### src/hw/rtl/crpf_pkg.sv
package crpf_pkg;

  localparam int unsigned MaxPointsDef = 16;

  typedef enum logic [1:0] {
    OP_LOAD    = 2'd0,
    OP_ADVANCE = 2'd1,
    OP_RESET   = 2'd2,
    OP_NONE    = 2'd3
  } op_t;

  typedef enum logic [1:0] {
    CFG_SPEED     = 2'd0,
    CFG_LOOKAHEAD = 2'd1,
    CFG_POINTS    = 2'd2,
    CFG_SPARE     = 2'd3
  } cfg_idx_t;

  typedef enum logic [2:0] {
    ST_IDLE,
    ST_STEP,
    ST_EVAL_POS,
    ST_EVAL_TGT,
    ST_CLOSE,
    ST_OUT
  } state_t;

  // controller to datapath
  typedef struct packed {
    logic load_pt;
    logic reset_path;
    logic do_step;
    logic eval_start;
    logic eval_tgt;
    logic do_close;
  } cmd_t;

  // datapath to controller
  typedef struct packed {
    logic eval_done;
  } sts_t;

  function automatic logic signed [15:0] sat16(input logic signed [39:0] v);
    if (v > 40'sd32767) return 16'sh7fff;
    if (v < -40'sd32768) return 16'sh8000;
    return v[15:0];
  endfunction

endpackage

### src/hw/rtl/crpf_ctrl.sv
module crpf_ctrl
  import crpf_pkg::*;
(
  input  logic       clk,
  input  logic       rst_n,
  input  logic       in_valid,
  output logic       in_ready,
  input  logic [1:0] in_operation,
  output logic       out_valid,
  input  logic       out_ready,
  output cmd_t       cmd,
  input  sts_t       sts
);

  state_t state_r, state_nxt;
  op_t    op;

  assign op = op_t'(in_operation);

  // next state
  always_comb begin
    state_nxt = state_r;
    unique case (state_r)
      ST_IDLE: begin
        if (in_valid && op == OP_ADVANCE) state_nxt = ST_STEP;
      end
      ST_STEP:     state_nxt = ST_EVAL_POS;
      ST_EVAL_POS: if (sts.eval_done) state_nxt = ST_EVAL_TGT;
      ST_EVAL_TGT: if (sts.eval_done) state_nxt = ST_CLOSE;
      ST_CLOSE:    state_nxt = ST_OUT;
      ST_OUT:      if (out_ready) state_nxt = ST_IDLE;
      default:     state_nxt = ST_IDLE;
    endcase
  end

  always_ff @(posedge clk) begin
    if (!rst_n) state_r <= ST_IDLE;
    else        state_r <= state_nxt;
  end

  // outputs
  always_comb begin
    cmd        = '0;
    in_ready   = 1'b0;
    out_valid  = 1'b0;
    unique case (state_r)
      ST_IDLE: begin
        in_ready       = 1'b1;
        cmd.load_pt    = in_valid && op == OP_LOAD;
        cmd.reset_path = in_valid && op == OP_RESET;
        cmd.do_step    = in_valid && op == OP_ADVANCE;
      end
      ST_STEP:     cmd.eval_start = 1'b1;
      ST_EVAL_POS: begin
        cmd.eval_start = sts.eval_done;
        cmd.eval_tgt   = sts.eval_done;
      end
      ST_EVAL_TGT: cmd.do_close = sts.eval_done;
      ST_CLOSE:    ;
      ST_OUT:      out_valid = 1'b1;
      default:     ;
    endcase
  end

`ifndef SYNTHESIS
  a_no_in_while_out: assert property (@(posedge clk) disable iff (!rst_n)
    out_valid |-> !in_ready) else $error("input taken while result pending");
  a_out_holds: assert property (@(posedge clk) disable iff (!rst_n)
    out_valid && !out_ready |=> out_valid) else $error("result dropped");
  a_adv_starts: assert property (@(posedge clk) disable iff (!rst_n)
    cmd.do_step |=> state_r == ST_STEP) else $error("advance not started");
`endif

endmodule

### config.mk
export PLATFORM = sky130hd
export DESIGN_NAME = crpf_ctrl
export DESIGN_NICKNAME = d
export VERILOG_FILES = /design/src/hw/rtl/crpf_pkg.sv /design/src/hw/rtl/crpf_ctrl.sv
export SDC_FILE = /design/constraint.sdc
export NUM_CORES = 1
export LEC_CHECK = 0
export BUFFER_PORTS_ARGS = -buffer_cell sky130_fd_sc_hd__buf_2
export CORE_AREA = 2 2 39 41
export CTS_CLUSTER_DIAMETER = 100
export CTS_CLUSTER_SIZE = 28
export DETAILED_ROUTE_END_ITERATION = 10
export DIE_AREA = 0 0 41 43
export PLACE_DENSITY_LB_ADDON = 0.15
export SYNTH_ARGS = -nofsm -noshare
export SYNTH_HDL_FRONTEND = slang
export SYNTH_SLANG_ARGS = --single-unit
### constraint.sdc
create_clock -name clk -period 3.2 [get_ports clk]
set_clock_uncertainty 0.2 [all_clocks]
set_input_delay 0.16 -clock clk [delete_from_list [all_inputs] [get_ports clk]]
set_output_delay 0.16 -clock clk [all_outputs]
set_load 0.05 [all_outputs]
==> impl_metrics.yaml <==
yosys:
  yosysUniqueCellTypes: 21
  synth_edf_count: 0
  syn_area_per_cell_um2: 8.68
  syn_nets: 39
  async_flop_share_pct: 0
  yosysTopAreaCell: "dfxtp_1"
  netlist_instances: 32
  ys_seq_area_share_pct: 21.6
  yosys_warnings: 0
  synth.area.top_cells: "dfxtp_1, buf_6, and4bb_4"
  synth_seq_cells: 3
  synth_top_area_share_pct: 21.6
  ys.flop_type: "dfxtp_1"
  netlist_area_um2: 278
timing:
  period_needed_ns: 1.87
  hold_violations: 0
  maxSlewViolCount: 0
  grt_setup_unrepaired: "no"
  period_share_pct: 58.5
  worst_slew_margin_rel_pct: 74.5
  setup_tns_ns: 0
  worst_slew_pin_slew_ns: 0.381
  setup_viol_count_final: 0
  worst_slack_ns: 1.33
  fmax_ghz: 0.534
  whs_ns: 0.0828
clock_network:
  clock-root-buffer: "clkbuf_4"
  cts_tree: "built"
  ctsLongestPathBuffers: 2
  clk_pin_slew_ns: 0.04
  numCtsBuffers: 3
  clk_latency_ns: 0.23
  cts_sinks: 3
  htree_num_levels: 1
  post_cts_resized: 0
global_routing:
  antenna_found_initial: 0
  grt_max_degree: 12
  overflow: 0
  use_met2_pct: 11.6
  top_usage_layer: "met1"
  grtUsageTotal_pct: 9.04
  grt_pass1_wl_mm: 1.05
  grt_pass1_vias: 252
  grtUsageMet3_pct: 5.24
  grt_util_met1_pct: 11.9
power_and_ir_drop:
  peakVddDrop_mv: 0.401
  leakagePower_uw: 0.000165
  cellPowerDensity_nw_per_um2: 949
die:
  rows: 14
  core_area_um2: 1380
  start_util_pct: 20.1
  die_x_um: 41
  design.die.area_um2: 1760
  die_y_um: 43
  boundaryPins: 15
detailed_routing:
  num_vias: 280
  postRouteAntennaNets: 0
  wire_per_inst_um: 9.84
  wl_um: 630
  route.detailed.drc: 0
  drt-initial-drc-count: 0
  drt-pass1-iter-count: 1
  viasPerCell: 4.38
setup_path:
  cp-end-kind: "primary output"
  critPathMaxStageDelay_ns: 0.54
  slowest_stage: "dfxtp_1"
  worstPathRequired_ns: 2.84
  critical_path_class: "flop to primary output"
  ff2ff_setup_slack_ns: 1.74
  r2r_cells: 3
  cp-start-kind: "flop"
  cp_max_fo: 10
  arrival_ns: 1.51
  crit_buf_inv: 2
  path_cells: "inv_1 > nor3_1 > buf_2"
  crit_cells: 3
  crit_family: "flip-flops"
layout:
  areaGrowthSynthToFinish_pct: 33.3
  largest_reg_flops: 3
  drive_above_1_share_pct: 41.7
  fin_nets: 56
  diodes: 0
  reg_top3: "state_r (3)"
  top_register: "state_r"
status:
  status: "finished clean"
placed_design:
  place_hpwl_um: 460
  gp_congestion: 0.638
  io_buffers: 14
  dp_slack_ns: 1.57
flow_run:
  cap_viol_max_count: 0
hold_path:
  min_path_cells: 3
  worstHoldPathType: "primary input to flop"
synth_stat cells, drive strengths merged (2+ instances only):
cell,instances
dfxtp,3
nand3,3
nand2,3
nor3,3
a21oi,2
nor3b,2
buf,3
cells in the final DEF (no fill, tap or decap), types with 2 or more instances in the layout:
master and instances:
a21oi_1 2, buf_2 14, clkbuf_4 3, dfxtp_1 3, nand2_1 3, nand3_1 3
nor3_1 2, nor3b_1 2
layer usage:
| metal | up-vias | part of all wire, % |
|---|---|---|
| met4 | 0 | 0 |
| met2 | 11 | 43 |
| li1 | 151 | - |
| met1 | 118 | 49 |
| met5 | - | 0 |
| met3 | 0 | 8.4 |
worst register-to-register path: cells and delay by family (launching register included):
family	cells	cell delay, ns
flops	1	0.53
simple gates	1	0.25
compound gates	1	0.22
mux	1	0.20
cells by family after synthesis:
kind of cell,after synthesis,share of synthesized area (%)
mux,1,3.60
flops,3,21.6
buf+inv,4,13.5
simple gates,19,48.7
compound gates,5,12.6
area by class of cell:
| cell class | count | area, µm² |
|---|---|---|
| Multi-Input combinational cell | 25 | 180 |
| Sequential cell | 3 | 60.1 |
| Tap cell | 16 | 20.0 |
| Fill cell | 154 | 1010 |
| Timing Repair Buffer | 15 | 80.1 |
| Clock buffer | 4 | 26.3 |
| Inverter | 1 | 3.75 |
metrics by stage:
step / utilization, % / instances / total power [µW] / instance area (µm²)
5_1_grt: 26.8 / 64 / 377 / 370
3_5_place_dp: 24.1 / 59 / 287 / 334
4_1_cts: 26.8 / 64 / 357 / 370
6_report: 26.8 / 64 / 351 / 370
3_3_place_gp: 24.1 / 59 / 289 / 334
2_1_floorplan: - / 32 / 267 / 278
repair_timing:
action                                  in CTS  in global routing
endpoints found under the setup margin       0                  0
hold endpoints to repair                     1                  0
hold buffers                                 1                  0
buffers inserted                             0                  0
power breakdown:
group          leakage, µW  total, µW  switching (µW)  internal, µW
Sequential       0.0000247       85.6            35.7          49.9
Clock            0.0000150       67.1            20.3          46.8
Combinational     0.000126        199             135          63.9
final timing paths:
path | start | to
worst max register to register | state_r[1]$_SDFFE_PN0P_ | state_r[0]$_SDFFE_PN0P_
worst min-delay path | out_ready | state_r[2]$_SDFFE_PN0P_
worst max-delay path | state_r[0]$_SDFFE_PN0P_ | cmd[0]
worst min register to register | state_r[0]$_SDFFE_PN0P_ | state_r[0]$_SDFFE_PN0P_
Note: power is estimated with default switching activity, not from simulation.
